==> config.mk <==
export PLATFORM = sky130hd
export DESIGN_NAME = mpm_modred
export DESIGN_NICKNAME = d
export VERILOG_FILES = /design/src/rtl/core/mpm_pkg.sv /design/src/rtl/core/mpm_modred.sv
export SDC_FILE = /design/constraint.sdc
export NUM_CORES = 1
export LEC_CHECK = 0
export BUFFER_PORTS_ARGS = -buffer_cell sky130_fd_sc_hd__buf_2
export CORE_ASPECT_RATIO = 0.9
export CORE_UTILIZATION = 55
export CTS_CLUSTER_DIAMETER = 80
export CTS_CLUSTER_SIZE = 40
export DETAILED_ROUTE_END_ITERATION = 10
export PLACE_DENSITY_LB_ADDON = 0.2
export SYNTH_ARGS = -nofsm -noshare
export SYNTH_HDL_FRONTEND = slang
export SYNTH_SLANG_ARGS = --single-unit
==> constraint.sdc <==
create_clock -name clock -period 6.91 [get_ports clock]
set_clock_uncertainty 0.2 [all_clocks]
set_input_delay 0.691 -clock clock [delete_from_list [all_inputs] [get_ports clock]]
set_output_delay 0.691 -clock clock [all_outputs]
set_load 0.01 [all_outputs]
==> src/rtl/core/mpm_pkg.sv <==
`timescale 1ns / 1ps
// Shared types, widths and codes for the modular matrix power block.
// No dependencies; mpm_modred and matrix_power_mod import this package.
package mpm_pkg;

   localparam int VAL_W       = 31;
   localparam int EXP_W       = 63;
   localparam int PROD_W      = 2 * VAL_W;
   localparam int SUM_W       = PROD_W + 1;
   localparam int ROWCOL_W    = 6;
   localparam int SIZE_W      = 7;
   localparam int CSR_IDX_W   = 1;
   localparam int DEFAULT_MAX_DIM = 64;

   localparam logic [SIZE_W-1:0] RESET_SIZE    = 7'd1;
   localparam logic [VAL_W-1:0]  RESET_MODULUS = 31'd1000000007;

   typedef enum logic [1:0] {
      OP_WRITE = 2'd0,
      OP_POWER = 2'd1,
      OP_READ  = 2'd2,
      OP_CLEAR = 2'd3
   } op_type;

   typedef enum logic [CSR_IDX_W-1:0] {
      CSR_SIZE    = 1'b0,
      CSR_MODULUS = 1'b1
   } csr_idx_type;

endpackage

==> src/rtl/core/mpm_modred.sv <==
`timescale 1ns / 1ps
// Bit-serial remainder unit: x mod m, one dividend bit per cycle.
// Depends on mpm_pkg for the operand widths.
module mpm_modred
   import mpm_pkg::*;
(
   input  logic             clock,
   input  logic             reset,
   input  logic             start,
   input  logic [SUM_W-1:0] x,
   input  logic [VAL_W-1:0] m,
   output logic             busy,
   output logic             done,
   output logic [VAL_W-1:0] rem
);

   localparam int CNT_W = $clog2(SUM_W + 1);

   logic             busy_ff, busy_in;
   logic             done_ff, done_in;
   logic [CNT_W-1:0] cnt_ff, cnt_in;
   logic [SUM_W-1:0] x_ff, x_in;
   logic [VAL_W-1:0] r_ff, r_in;
   logic [VAL_W:0]   trial;

   always_comb begin
      busy_in = busy_ff;
      done_in = 1'b0;
      cnt_in  = cnt_ff;
      x_in    = x_ff;
      r_in    = r_ff;
      trial   = {r_ff, x_ff[SUM_W-1]};
      if (start) begin
         busy_in = 1'b1;
         cnt_in  = CNT_W'(SUM_W);
         x_in    = x;
         r_in    = '0;
      end else if (busy_ff) begin
         // The partial remainder stays below m, so one subtract suffices.
         if (trial >= {1'b0, m}) begin
            r_in = VAL_W'(trial - {1'b0, m});
         end else begin
            r_in = trial[VAL_W-1:0];
         end
         x_in   = {x_ff[SUM_W-2:0], 1'b0};
         cnt_in = cnt_ff - CNT_W'(1);
         if (cnt_ff == CNT_W'(1)) begin
            busy_in = 1'b0;
            done_in = 1'b1;
         end
      end
   end

   always_ff @(posedge clock) begin
      if (reset) begin
         busy_ff <= 1'b0;
         done_ff <= 1'b0;
         cnt_ff  <= '0;
      end else begin
         busy_ff <= busy_in;
         done_ff <= done_in;
         cnt_ff  <= cnt_in;
      end
      x_ff <= x_in;
      r_ff <= r_in;
   end

   assign busy = busy_ff;
   assign done = done_ff;
   assign rem  = r_ff;

endmodule

# After elaboration in Yosys (flattened, before gate mapping)
# Index checks and enable logic that the tools add are counted.
# totals
reg_bits	102
latchBits	0
mem_bits_rw	0
mem_bits_ro	0
output_inout_bits	33
wordCells	21
mem_count	0
# op_classes
add_sub_neg	2
mul	0
div	0
order_cmp	1
eq_ne	1
n_shift	0
n_mux	9
bitwise_logic	1
reduce_logical	2
# op_table
cell	n
63-bit 2-to-1 mux	2
32-bit by 31-bit greater-or-equal comparator with 1-bit output	1
31-bit 2-to-1 mux	1
31-bit subtractor	1
6-bit 2-to-1 mux	2
6-bit by 1-bit == test with 1-bit output (second input constant)	1
6-bit by 1-bit subtractor with 6-bit output (second input constant)	1
1-bit 2-to-1 mux	4
3-bit OR reduction	1
2-bit nonzero test	1
1-bit inverter	1

# Longest topological paths before layout
# Gate-level depths: netlist of run 1.
# depth
word_depth	4
mapped_depth	13
mapped_depth_nobuf	11

# Least setup slack after synthesis of run 1
# Ideal clock, no wire load.
# synth_path
path_type	input to register
start	input m[0]
end	register r_ff[30] (netlist: rem[30])
setup_time_ns	0.103
arrival_ns	2.866
path_slack_ns	3.741
stages	10
n_path_buf	0
cell_sequence	ha_1 -> fa_1 -> nand2b_1 -> a21oi_1 -> o21ai_1 -> a211oi_1 -> o32ai_1 -> nor4_1 -> mux2_2 -> a2111oi_2
# synth_via
elab_chain_cells	2
word_cells_on_any_way	3
cone_classes	add/sub (1); order compare (1); mux (1)
# synth_lines
item	line	source
start, declared	mpm_modred.sv:11	input logic [VAL_W-1:0] m,
31-bit subtractor or 32-bit by 31-bit greater-or-equal comparator with 1-bit output (tied branches)	mpm_modred.sv:41, mpm_modred.sv:40	
31-bit 2-to-1 mux (*)	mpm_modred.sv:40	if (trial >= {1'b0, m}) begin
end signal, assigned	mpm_modred.sv:65	r_ff <= r_in;
end, declared	mpm_modred.sv:23	logic [VAL_W-1:0] r_ff, r_in;
# Mark *: on every way between the ends. The rest lies on a longest branch, timed or not.
# A chain may end at the register's enable or synchronous reset.

# Final worst setup path of run 1
# layout_path
start	input m[25]
end	register r_ff[23] (netlist: rem[23])
# layout_via
elab_chain_cells	2
# layout_lines
item	line
32-bit by 31-bit greater-or-equal comparator with 1-bit output	mpm_modred.sv:40
31-bit 2-to-1 mux	mpm_modred.sv:40
# Every way passes these cells.

==> out/results.md, run 1 <==
| Item | Value |
|:---|:---|
| Critical Path End Type | register |
| Slew at the pin closest to its max-slew limit | 1.136 ns |
| IR drop worst, VDD | 124.9 uV |
| Initial antenna violation count | 0 |
| Net count after synthesis | 767 |
| Run status | completed |
| Die Y | 104.5 um |
| Number of placement rows | 37 |
| WL/cell | 15.44 um |
| Data arrival time of the critical path | 3.72 ns |
| Total wire length | 13930 um |
| Clk sinks | 102 |
| Number of flops mapped to enable cells by yosys | 63 |
| Clock buffers created by TritonCTS | 9 |
| Switching part of the total power | 0.2878 |
| Post-Route Setup TNS | 0 ns |
| Most frequent cells in the layout | 128 x sky130_fd_sc_hd__buf_2, 64 x sky130_fd_sc_hd__nor2_1, 64 x sky130_fd_sc_hd__mux2_2 |
| Leakage power figure | 0.003284 uW |
| RSZ-0062 raised after global routing | false |
| Time the final worst path needs with I/O delays and setup | 3.737 ns |
| Number of cells on the worst hold path | 2 |
| Mean Syn Cell Area | 10.09 um2 |
| Cell types with the largest area share after synthesis | sky130_fd_sc_hd__edfxtp_1 29%, sky130_fd_sc_hd__dfxtp_1 12%, sky130_fd_sc_hd__mux2_2 11% |
| Proportion of register bits with asynchronous set or reset after synthesis | 0 |
| NumNets Final | 872 |
| CTS Hold Bufs | 0 |
| Worst min-delay path category | reg2reg |
| Final setup viols | 0 |
| Remaining global-route overflow | 0 |
| Port bufs | 129 |
| Launching element type of the critical path | primary input |
| Uppermost metal layer occupied by signal nets | met4 |
| Routed metal-1 wire length | 6663 um |
| Placed wire-length estimate after detailed placement | 10050 um |
| Final worst hold slack | 0.2881 ns |
| Die span in x | 115.9 um |
| Max Transition Viols Final | 0 |
| Drc violations | 0 |
| Post-synthesis instance total | 636 |
| Iteration-0 DRC count of the detailed router | 353 |
| Worst-path clk slew | 0.07 ns |
| Via count of the first global-routing pass | 4887 |
| Cell family with most CP delay | compound AO/OA/AOI/OAI gates |
| Worst setup slack before clock tree synthesis | 2.847 ns |
| Distinct cell type count of the synthesized netlist | 70 |
| Cell with the largest stage delay on the worst path | sky130_fd_sc_hd__o21ai_4 |
| Post-synth top flop | sky130_fd_sc_hd__edfxtp_1 |
| Logic depth of the worst register-to-register path | 10 |
| Vias | 5068 |
| Antenna diodes | 0 |
| Boundary Pins | 130 |
| Largest net degree at the start of global routing | 99 |
| Resized cells post-CTS | 0 |
| Final instance count without filler cells | 902 |
| Wire length of the first global-routing pass | 22610 um |
| Met3 routed WL | 688 um |
| Critical-path maximum fanout | 32 |
| Worst EP required | 6.89 ns |
| Maximum achievable frequency | 267.6 MHz |
| Worst slew slack as a fraction of its limit | 0.2429 |
| Number of buffers and inverters on the critical path | 3 |
| Overall Global Routing Usage | 0.2369 |
| Starting density of the core | 0.5636 |
| Portion of synthesized cell area occupied by the leading cell type | 0.2947 |
| Most common library cell in the layout ignoring fill and taps | sky130_fd_sc_hd__buf_2 |
| Level count of the clock H-tree | 3 |
| Number of setup buffers added after CTS | 0 |
| Critical path class | in2reg |
| Flip-flop and latch count after synthesis | 102 |
| Clock root cell | sky130_fd_sc_hd__clkbuf_16 |
| Seq/Total Area, Yosys | 0.4164 |
| DRT Pass-1 Iters | 4 |
| PD cells | 214.7 nW/um2 |
| Part of the total power dissipated in sequential elements | 0.468 |
| Total core area | 11390 um2 |
| Crit path depth | 12 |
| Count of maximum capacitance violations | 0 |
| Post-Syn Area | 6419 um2 |
| Via density per instance | 5.619 |
| Maximum cell stage delay along the critical path | 0.58 ns |
| Syn. warnings | 0 |
| Switching component of the power | 453.8 uW |
| Largest area contributor in the netlist | sky130_fd_sc_hd__edfxtp_1 |
| Die area | 12110 um2 |
| Placed insts | 886 |
| Final hold violation count | 0 |
| Period Utilization, post-route | 0.5408 |
| Area growth from synthesis to layout | 14.42% |
| Clock network latency to the later pin of the worst-skew pair | 0.35 ns |
| TritonCTS clock tree | yes |
| Total length of routed met2 wires | 6399 um |
| Fin worst setup slack | 3.173 ns |
| DRT antenna net count | 0 |
| Power Internal | 1123 uW |
| Util after Layout | 0.6449 |
| CTS max path bufs | 2 |
| Worst-path cell chain | buf_2 -> inv_1 -> ha_1 -> a21oi_2 -> o21ai_1 -> a41oi_1 -> nand4_1 -> o21ai_4 -> buf_4 -> mux2_2 -> mux2i_1 -> a211oi_2 |
| Layout cells sized above 1 | 0.3137 |
| Gate power share | 0.227 |
| Routability cong. | 0.9101 |
| Clk pwr share | 0.305 |
-- logic make-up (layout without fill, tap and decap cells) --
logic type,after synthesis,in the layout,synth area share
compound gates,154,154,0.1655
fa+ha+maj,34,34,0.06745
mux,76,76,0.1318
buf+inv,81,191,0.06062
simple gates,162,162,0.1214
flops,102,102,0.4164
xor+xnor,27,27,0.03684
-- final cells by class --
class                           instances  area, um2
Clock buffer                           11      232.7
Clock inverter                          5      42.54
Fill cell                            1029       4044
Inverter                               42      157.7
Multi-Input combinational cell        453       3364
Sequential cell                       102       2674
Tap cell                              156      195.2
Timing Repair Buffer                  133      678.2
-- worst paths after layout --
kind	start	endpoint	slack [ns]
setup / recovery	m[25]	rem[23]	3.17
hold / removal	rem[22]	rem[22]	0.29
setup reg to reg	rem[24]	rem[23]	3.29
hold reg to reg	rem[22]	rem[22]	0.29
-- worst min-delay path, stage by stage (launching register included) --
cell and delay [ns]:
sky130_fd_sc_hd__dfxtp_1 0.34, sky130_fd_sc_hd__nand2_1 0.06, sky130_fd_sc_hd__o21ai_1 0.05
-- synthesized netlist by cell type, types with 12 or more instances --
| cell type | n |
|---|---|
| sky130_fd_sc_hd__mux2_2 | 64 |
| sky130_fd_sc_hd__xor2_1 | 13 |
| sky130_fd_sc_hd__xnor2_1 | 14 |
| sky130_fd_sc_hd__a211oi_1 | 21 |
| sky130_fd_sc_hd__a21oi_1 | 46 |
| sky130_fd_sc_hd__a21o_1 | 15 |
| sky130_fd_sc_hd__o21ai_0 | 12 |
| sky130_fd_sc_hd__nand2_1 | 29 |
| sky130_fd_sc_hd__ha_1 | 33 |
| sky130_fd_sc_hd__edfxtp_1 | 63 |
| sky130_fd_sc_hd__dfxtp_1 | 39 |
| sky130_fd_sc_hd__clkbuf_1 | 17 |
| sky130_fd_sc_hd__inv_1 | 41 |
| sky130_fd_sc_hd__nor2_1 | 64 |
-- metal layers --
layer  vias up  track usage
li1       2533            -
met1      2390       0.3205
met2       129       0.3818
met3        16      0.04895
met4         0      0.06593
met5         -            0
-- per-stage QoR --
stage / instance area (um2) / power, uW
global placement: 7069 / 1094
global route: 7345 / 1654
floorplan: 6419 / 1015
finish: 7345 / 1577
detailed placement: 7069 / 1105
CTS: 7345 / 1588
-- registers in the layout (all words and copies together) (netlist names) --
register / flops
busy: 1
done: 1
cnt_ff: 6
rem: 31
x_ff: 63
-- power by group through the flow --
stage          clock network [uW]  registers, uW  logic [uW]
2_1_floorplan                   0            751         264
3_3_place_gp                    0            749         345
3_5_place_dp                    0            752         353
4_1_cts                       494            738         356
5_1_grt                       515            744         394
6_report                      481            738         358
No activity file was read; power rests on OpenSTA's default activity.
==> run 2: changes to the inputs <==
==> constraint.sdc (replaced) <==
create_clock -name clock -period 3.5 [get_ports clock]
set_clock_uncertainty 0.2 [all_clocks]
set_input_delay 0.35 -clock clock [delete_from_list [all_inputs] [get_ports clock]]
set_output_delay 0.35 -clock clock [all_outputs]
set_load 0.01 [all_outputs]
==> run 2 against run 1 <==
Via count increased by 1.9%. Hold slack worse by 0.23 ns. Largest power group unchanged. Wire length increased by 3.8%. Cell count is 0.22% higher. Combinational power up 100%. Total power grew 100%. Critical path depth fell by 1.
==> out/results.md, run 2 (synthesized netlist as in run 1, its figures left out) <==
| Item | Value | vs previous |
|:---|:---|:---|
| PD cells | 430.6 nW/um2 | +100% |
| Level count of the clock H-tree | 3 | unchanged |
| Maximum cell stage delay along the critical path | 0.41 ns | -0.17 ns |
| Number of setup buffers added after CTS | 0 | unchanged |
| NumNets Final | 874 | +0.23% |
| Crit Reg-Reg Endpoint | rem[30] |  |
| Port bufs | 129 | unchanged |
| Clock buffers created by TritonCTS | 9 | unchanged |
| Launching element type of the critical path | register |  |
| Run status | completed |  |
| Slew at the pin closest to its max-slew limit | 0.6187 ns | -0.5169 ns |
| DRT antenna net count | 0 | unchanged |
| Layout cells sized above 1 | 0.3182 | +0.004509 |
| Total length of routed met2 wires | 6891 um | +7.7% |
| Reg-to-Reg Start | x_ff[62] |  |
| Leakage power figure | 0.003320 uW | +1.1% |
| Remaining global-route overflow | 0 | unchanged |
| Antenna diodes | 0 | unchanged |
| Starting density of the core | 0.5636 | unchanged |
| Most frequent cells in the layout | 128 x sky130_fd_sc_hd__buf_2, 64 x sky130_fd_sc_hd__nor2_1, 64 x sky130_fd_sc_hd__mux2_2 |  |
| Seq. cell area | 2674 um2 | unchanged |
| IR drop worst, VDD | 270.3 uV | +120% |
| Routability cong. | 0.9210 | +1.2% |
| RSZ-0062 raised after global routing | false |  |
| Total core area | 11390 um2 | unchanged |
| Maximum achievable frequency | 305.3 MHz |  |
| TritonCTS clock tree | yes |  |
| CTS max path bufs | 2 | unchanged |
| Critical Path End Type | register |  |
| Period Utilization, post-route | 0.9357 |  |
| Initial antenna violation count | 0 | unchanged |
| Overall Global Routing Usage | 0.2446 | +0.007617 |
| Critical-path maximum fanout | 4 | -88% |
| Number of cells on the worst hold path | 2 | unchanged |
| Uppermost metal layer occupied by signal nets | met4 |  |
| Die span in x | 115.9 um | unchanged |
| Final setup viols | 0 | unchanged |
| Vias | 5162 | +1.9% |
| Boundary Pins | 130 | unchanged |
| Multi-input gate area | 3364 um2 | unchanged |
| Count of filler cells inserted in the layout | 997 | -3.1% |
| Worst EP required | 3.55 ns | -3.34 ns |
| CTS Hold Bufs | 0 | unchanged |
| Time the final worst path needs with I/O delays and setup | 3.275 ns |  |
| Critical path class | reg2reg |  |
| Register containing the most flip-flops in the final layout | x_ff |  |
| Max Transition Viols Final | 0 | unchanged |
| Data arrival time of the critical path | 3.33 ns | -0.39 ns |
| Largest register FFs | 63 | unchanged |
| Die area | 12110 um2 | unchanged |
| Hold worst-path end | busy |  |
| WL/cell | 16.00 um | +3.6% |
| Area of all placed cells without fillers | 7423 um2 | +1.1% |
| Iteration-0 DRC count of the detailed router | 369 | +4.5% |
| Worst-path cell chain | inv_1 -> ha_1 -> fa_1 -> nand2b_1 -> a21oi_1 -> o21ai_1 -> a211oi_1 -> o32ai_1 -> nor4_1 -> mux2_2 -> a2111oi_2 |  |
| Routed metal-1 wire length | 6662 um | about the same |
| Worst min-delay path category | in2reg |  |
| Met3 routed WL | 709 um | +3.1% |
| Clk sinks | 102 | unchanged |
| Number of placement rows | 37 | unchanged |
| Post-Route Setup TNS | 0 ns | unchanged |
| Total wire length | 14460 um | +3.8% |
| Wire length of the first global-routing pass | 23450 um | +3.7% |
| Placed wire-length estimate after detailed placement | 10430 um | +3.8% |
| Resized cells post-CTS | 0 | unchanged |
| Via count of the first global-routing pass | 4970 | +1.7% |
| Cell with the largest stage delay on the worst path | sky130_fd_sc_hd__fa_1 |  |
| Worst-path clk slew | 0.08 ns | about the same |
| DP Area | 7122 um2 | +0.74% |
| Via density per instance | 5.710 | +1.6% |
| Worst R2R Setup Slack | 0.22 ns | -3.07 ns |
| Largest net degree at the start of global routing | 65 | -34% |
| Clock network latency to the later pin of the worst-skew pair | 0.35 ns | about the same |
| Logic depth of the worst register-to-register path | 11 | +1 |
| Most common library cell in the layout ignoring fill and taps | sky130_fd_sc_hd__buf_2 |  |
| Count of maximum capacitance violations | 0 | unchanged |
| DRT Pass-1 Iters | 5 | +1 |
| Critical hold path startpoint | reset |  |
| Drc violations | 0 | unchanged |
| Final hold violation count | 0 | unchanged |
| Area growth from synthesis to layout | 15.65% |  |
| Clock root cell | sky130_fd_sc_hd__clkbuf_16 |  |
| Die Y | 104.5 um | unchanged |
| Worst slew slack as a fraction of its limit | 0.5860 | +0.3431 |
-- run 2: cell count changes in the layout (fill, tap and decap cells not counted), sizes merged --
cell      delta
buf          +2
clkbuf       -1
clkinv       -1
clkinvlp     +1
inv          +1
-- run 2: per-stage QoR --
step	worst slack, ns	util	total power (uW)	hold WS (ns)	cells
floorplan	0.6718	-	2004	0.2966	636
CTS	0.2496	0.6518	3209	0.05885	904
global route	0.02862	0.6518	3342	0.07807	904
finish	0.2249	0.6518	3196	0.06172	904
global placement	0.3618	0.6254	2169	0.2653	888
detailed placement	0.1828	0.6254	2196	0.2849	888
-- run 2: worst max path at each step --
stage | end | depth (start not counted) | slack, ns | from
CTS | rem[30] | 11 | 0.25 | x_ff[62]
floorplan | rem[30] | 10 | 0.67 | m[0]
global placement | rem[30] | 11 | 0.36 | m[0]
global route | rem[4] | 12 | 0.03 | x_ff[62]
detailed placement | rem[30] | 11 | 0.18 | m[0]
finish | rem[30] | 11 | 0.22 | x_ff[62]
-- run 2: final cells by class --
class                      instances  share of cell area
clock inverter                     6            0.008427
multi-input combinational        453              0.4532
clock buffer                      10             0.03219
timing repair buffer             135             0.09843
inverter                          42             0.02124
tap                              156             0.02629
sequential                       102              0.3602
-- run 2: layer usage --
layer,track usage,vias to the layer above
li1,-,2534
met1,0.3282,2465
met2,0.3988,144
met3,0.04487,19
met4,0.07326,0
met5,0,-
-- run 2: report_power, final --
group          internal [uW]  switching [uW]
clock                    521             497
combinational            326             389
sequential              1400            58.7
-- run 2: critical path: cells and delay by family (launching register included) --
kind / cells / cell delay (ns)
adders and majority gates: 2 / 0.61
DFF: 1 / 0.35
AOI/OAI and AO/OA: 5 / 1.14
muxes: 1 / 0.38
buffers and inverters: 1 / 0.05
and+or+nand+nor: 2 / 0.44
==> run 3: changes to the inputs <==
==> constraint.sdc (replaced) <==
create_clock -name clock -period 3.36 [get_ports clock]
set_clock_uncertainty 0.2 [all_clocks]
set_input_delay 0.336 -clock clock [delete_from_list [all_inputs] [get_ports clock]]
set_output_delay 0.336 -clock clock [all_outputs]
set_load 0.01 [all_outputs]
==> run 3 against run 2 <==
Register-to-register slack improved by 0.05 ns. Setup slack gained 0.050 ns. Via count grew 0.43%. Highest routed layer unchanged.
==> out/results.md, run 3 (synthesized netlist as in run 1, its figures left out) <==
| Item | Value | vs previous |
|:---|:---|:---|
| Max Transition Viols Final | 0 | unchanged |
| RSZ-0062 raised after global routing | false |  |
| PD cells | 455.7 nW/um2 | +5.8% |
| Remaining global-route overflow | 0 | unchanged |
| Critical hold path startpoint | reset |  |
| Util after Layout | 0.6574 | +0.005603 |
| DP Area | 7147 um2 | +0.35% |
| Clock network latency to the later pin of the worst-skew pair | 0.35 ns | about the same |
| Data arrival time of the critical path | 3.14 ns | -0.19 ns |
| Initial antenna violation count | 0 | unchanged |
| Met3 routed WL | 819 um | +16% |
| Register containing the most flip-flops in the final layout | x_ff |  |
| Drc violations | 0 | unchanged |
| Leakage power figure | 0.003351 uW | +0.95% |
| Number of setup buffers added after CTS | 0 | unchanged |
| Routability cong. | 0.9170 | -0.43% |
| Time the final worst path needs with I/O delays and setup | 3.086 ns | -0.1896 ns |
| Uppermost metal layer occupied by signal nets | met4 |  |
| Maximum achievable frequency | 324.1 MHz | +6.1% |
| WL/cell | 15.91 um | -0.52% |
| Maximum cell stage delay along the critical path | 0.40 ns | about the same |
| Via density per instance | 5.703 | -0.13% |
| Die Y | 104.5 um | unchanged |
| Number of buffers and inverters on the critical path | 1 | unchanged |
| Via count of the first global-routing pass | 4840 | -2.6% |
| Port bufs | 129 | unchanged |
| Cell with the largest stage delay on the worst path | sky130_fd_sc_hd__fa_1 |  |
| TritonCTS clock tree | yes |  |
| Worst EP required | 3.41 ns | -0.14 ns |
| Worst slew slack as a fraction of its limit | 0.5367 | -0.04936 |
| DRT Pass-1 Iters | 4 | -1 |
| NumNets Final | 879 | +0.57% |
| Total length of routed met2 wires | 6757 um | -1.9% |
| Placed wire-length estimate after detailed placement | 10330 um | -1.0% |
| Die area | 12110 um2 | unchanged |
| Area growth from synthesis to layout | 16.65% |  |
| Die span in x | 115.9 um | unchanged |
| Final hold violation count | 0 | unchanged |
| Most common library cell in the layout ignoring fill and taps | sky130_fd_sc_hd__buf_2 |  |
| Total wire length | 14470 um | about the same |
| Clock buffers created by TritonCTS | 9 | unchanged |
| Worst min-delay path category | in2reg |  |
| CTS Hold Bufs | 0 | unchanged |
| Largest register FFs | 63 | unchanged |
| Area of all placed cells without fillers | 7487 um2 | +0.86% |
| DRT antenna net count | 0 | unchanged |
| Critical Path End Type | register |  |
| Largest net degree at the start of global routing | 56 | -14% |
| Final setup viols | 0 | unchanged |
| Antenna diodes | 0 | unchanged |
| Vias | 5184 | +0.43% |
| Clock root cell | sky130_fd_sc_hd__clkbuf_16 |  |
| Reg-to-Reg Start | x_ff[62] |  |
| Most frequent cells in the layout | 128 x sky130_fd_sc_hd__buf_2, 64 x sky130_fd_sc_hd__nor2_1, 64 x sky130_fd_sc_hd__mux2_2 |  |
| Cell family with most CP delay | compound AO/OA/AOI/OAI gates |  |
| Launch point of the worst path | x_ff[62] |  |
| Count of maximum capacitance violations | 0 | unchanged |
| Clk sinks | 102 | unchanged |
| Post-Route Setup TNS | 0 ns | unchanged |
| Layout cells sized above 1 | 0.3254 | +0.007183 |
| Critical path class | reg2reg |  |
| Overall Global Routing Usage | 0.2435 | -0.001093 |
| Boundary Pins | 130 | unchanged |
| Wire length of the first global-routing pass | 23140 um | -1.4% |
| Period Utilization, post-route | 0.9183 | -0.01743 |
| Worst-path cell chain | inv_1 -> ha_1 -> fa_1 -> nand2b_1 -> a21oi_1 -> o21ai_2 -> a211oi_2 -> o32ai_1 -> nor4_2 -> mux2_2 -> a2111oi_2 |  |
| Launching element type of the critical path | register |  |
| IR drop worst, VDD | 417.6 uV | +54% |
| Routed metal-1 wire length | 6690 um | +0.42% |
| Level count of the clock H-tree | 3 | unchanged |
| CTS max path bufs | 2 | unchanged |
| Run status | completed |  |
| Worst-path clk slew | 0.07 ns | about the same |
| Critical-path maximum fanout | 4 | unchanged |
| Placed insts | 893 | +0.56% |
| Total core area | 11390 um2 | unchanged |
| Number of placement rows | 37 | unchanged |
| Slew at the pin closest to its max-slew limit | 0.6924 ns | +0.07377 ns |
| Iteration-0 DRC count of the detailed router | 414 | +12% |
| Starting density of the core | 0.5636 | unchanged |
| Final instance count without filler cells | 909 | +0.55% |
| Count of filler cells inserted in the layout | 961 | -3.6% |
==> run 3: cell types whose count changed in the layout (fill, tap and decap cells not counted) <==
cell / before / now
sky130_fd_sc_hd__a211oi_1: 21 / 19
sky130_fd_sc_hd__a211oi_2: 1 / 3
sky130_fd_sc_hd__buf_12: 3 / 2
sky130_fd_sc_hd__buf_4: 4 / 10
sky130_fd_sc_hd__bufinv_16: 0 / 2
sky130_fd_sc_hd__clkbuf_8: 1 / 0
sky130_fd_sc_hd__clkinv_1: 1 / 3
sky130_fd_sc_hd__clkinv_8: 1 / 0
sky130_fd_sc_hd__clkinvlp_4: 2 / 1
sky130_fd_sc_hd__inv_8: 2 / 1
sky130_fd_sc_hd__nor4_1: 2 / 1
sky130_fd_sc_hd__nor4_2: 0 / 1
sky130_fd_sc_hd__o21ai_1: 7 / 6
sky130_fd_sc_hd__o21ai_2: 1 / 2
==> run 3: report_power, final <==
part | switching [uW] | total [uW] | internal [uW]
Combinational | 411 | 755 | 344
Sequential | 60.2 | 1520 | 1460
Clock | 477 | 1130 | 656
Total | 948 | 3410 | 2460
==> run 3: area by class of cell <==
cell class                      instances  area, um2  area share
Inverter                               42      157.7     0.02106
Multi-Input combinational cell        453       3385      0.4520
Tap cell                              156      195.2     0.02607
Clock inverter                          7      95.09     0.01270
Clock buffer                            9      225.2     0.03008
Timing Repair Buffer                  140      755.7      0.1009
Sequential cell                       102       2674      0.3571
==> run 3: per-layer routing <==
layer  vias to the layer above  GRT usage
met5                         -          0
met4                         0    0.07051
met3                        18    0.05245
met2                       157     0.3865
met1                      2466     0.3322
li1                       2543          -
==> run 3: worst reg2reg max path, stage by stage (launching register included) <==
cell	delay, ns
sky130_fd_sc_hd__edfxtp_1	0.35
sky130_fd_sc_hd__inv_1	0.05
sky130_fd_sc_hd__ha_1	0.20
sky130_fd_sc_hd__fa_1	0.40
sky130_fd_sc_hd__nand2b_1	0.18
sky130_fd_sc_hd__a21oi_1	0.22
sky130_fd_sc_hd__o21ai_2	0.15
sky130_fd_sc_hd__a211oi_2	0.26
sky130_fd_sc_hd__o32ai_1	0.19
sky130_fd_sc_hd__nor4_2	0.22
sky130_fd_sc_hd__mux2_2	0.38
sky130_fd_sc_hd__a2111oi_2	0.20
==> run 3: repair_timing <==
action / CTS / global route
endpoints found under the hold margin: 0 / 0
gates resized for setup: 0 / 4
endpoints found under the setup margin: 0 / 18
==> run 3: worst paths after layout <==
| check | to | cells past startpoint | slack, ns |
|---|---|---|---|
| setup / recovery | rem[30] | 11 | 0.27 |
| hold / removal | cnt_ff[2] | 2 | 0.06 |
| setup reg to reg | rem[30] | 11 | 0.27 |
| hold reg to reg | rem[22] | 2 | 0.29 |
==> run 3: through the flow <==
step                      total power [uW]  worst slack, ns  hold WS [ns]
final                                 3412           0.2744       0.05571
after global routing                  3568          0.01969       0.05999
after CTS                             3432           0.1053       0.04074
after detailed placement              2288          0.05504        0.2862
after global placement                2268           0.2724        0.2660
after floorplan                       2088           0.5344        0.2966
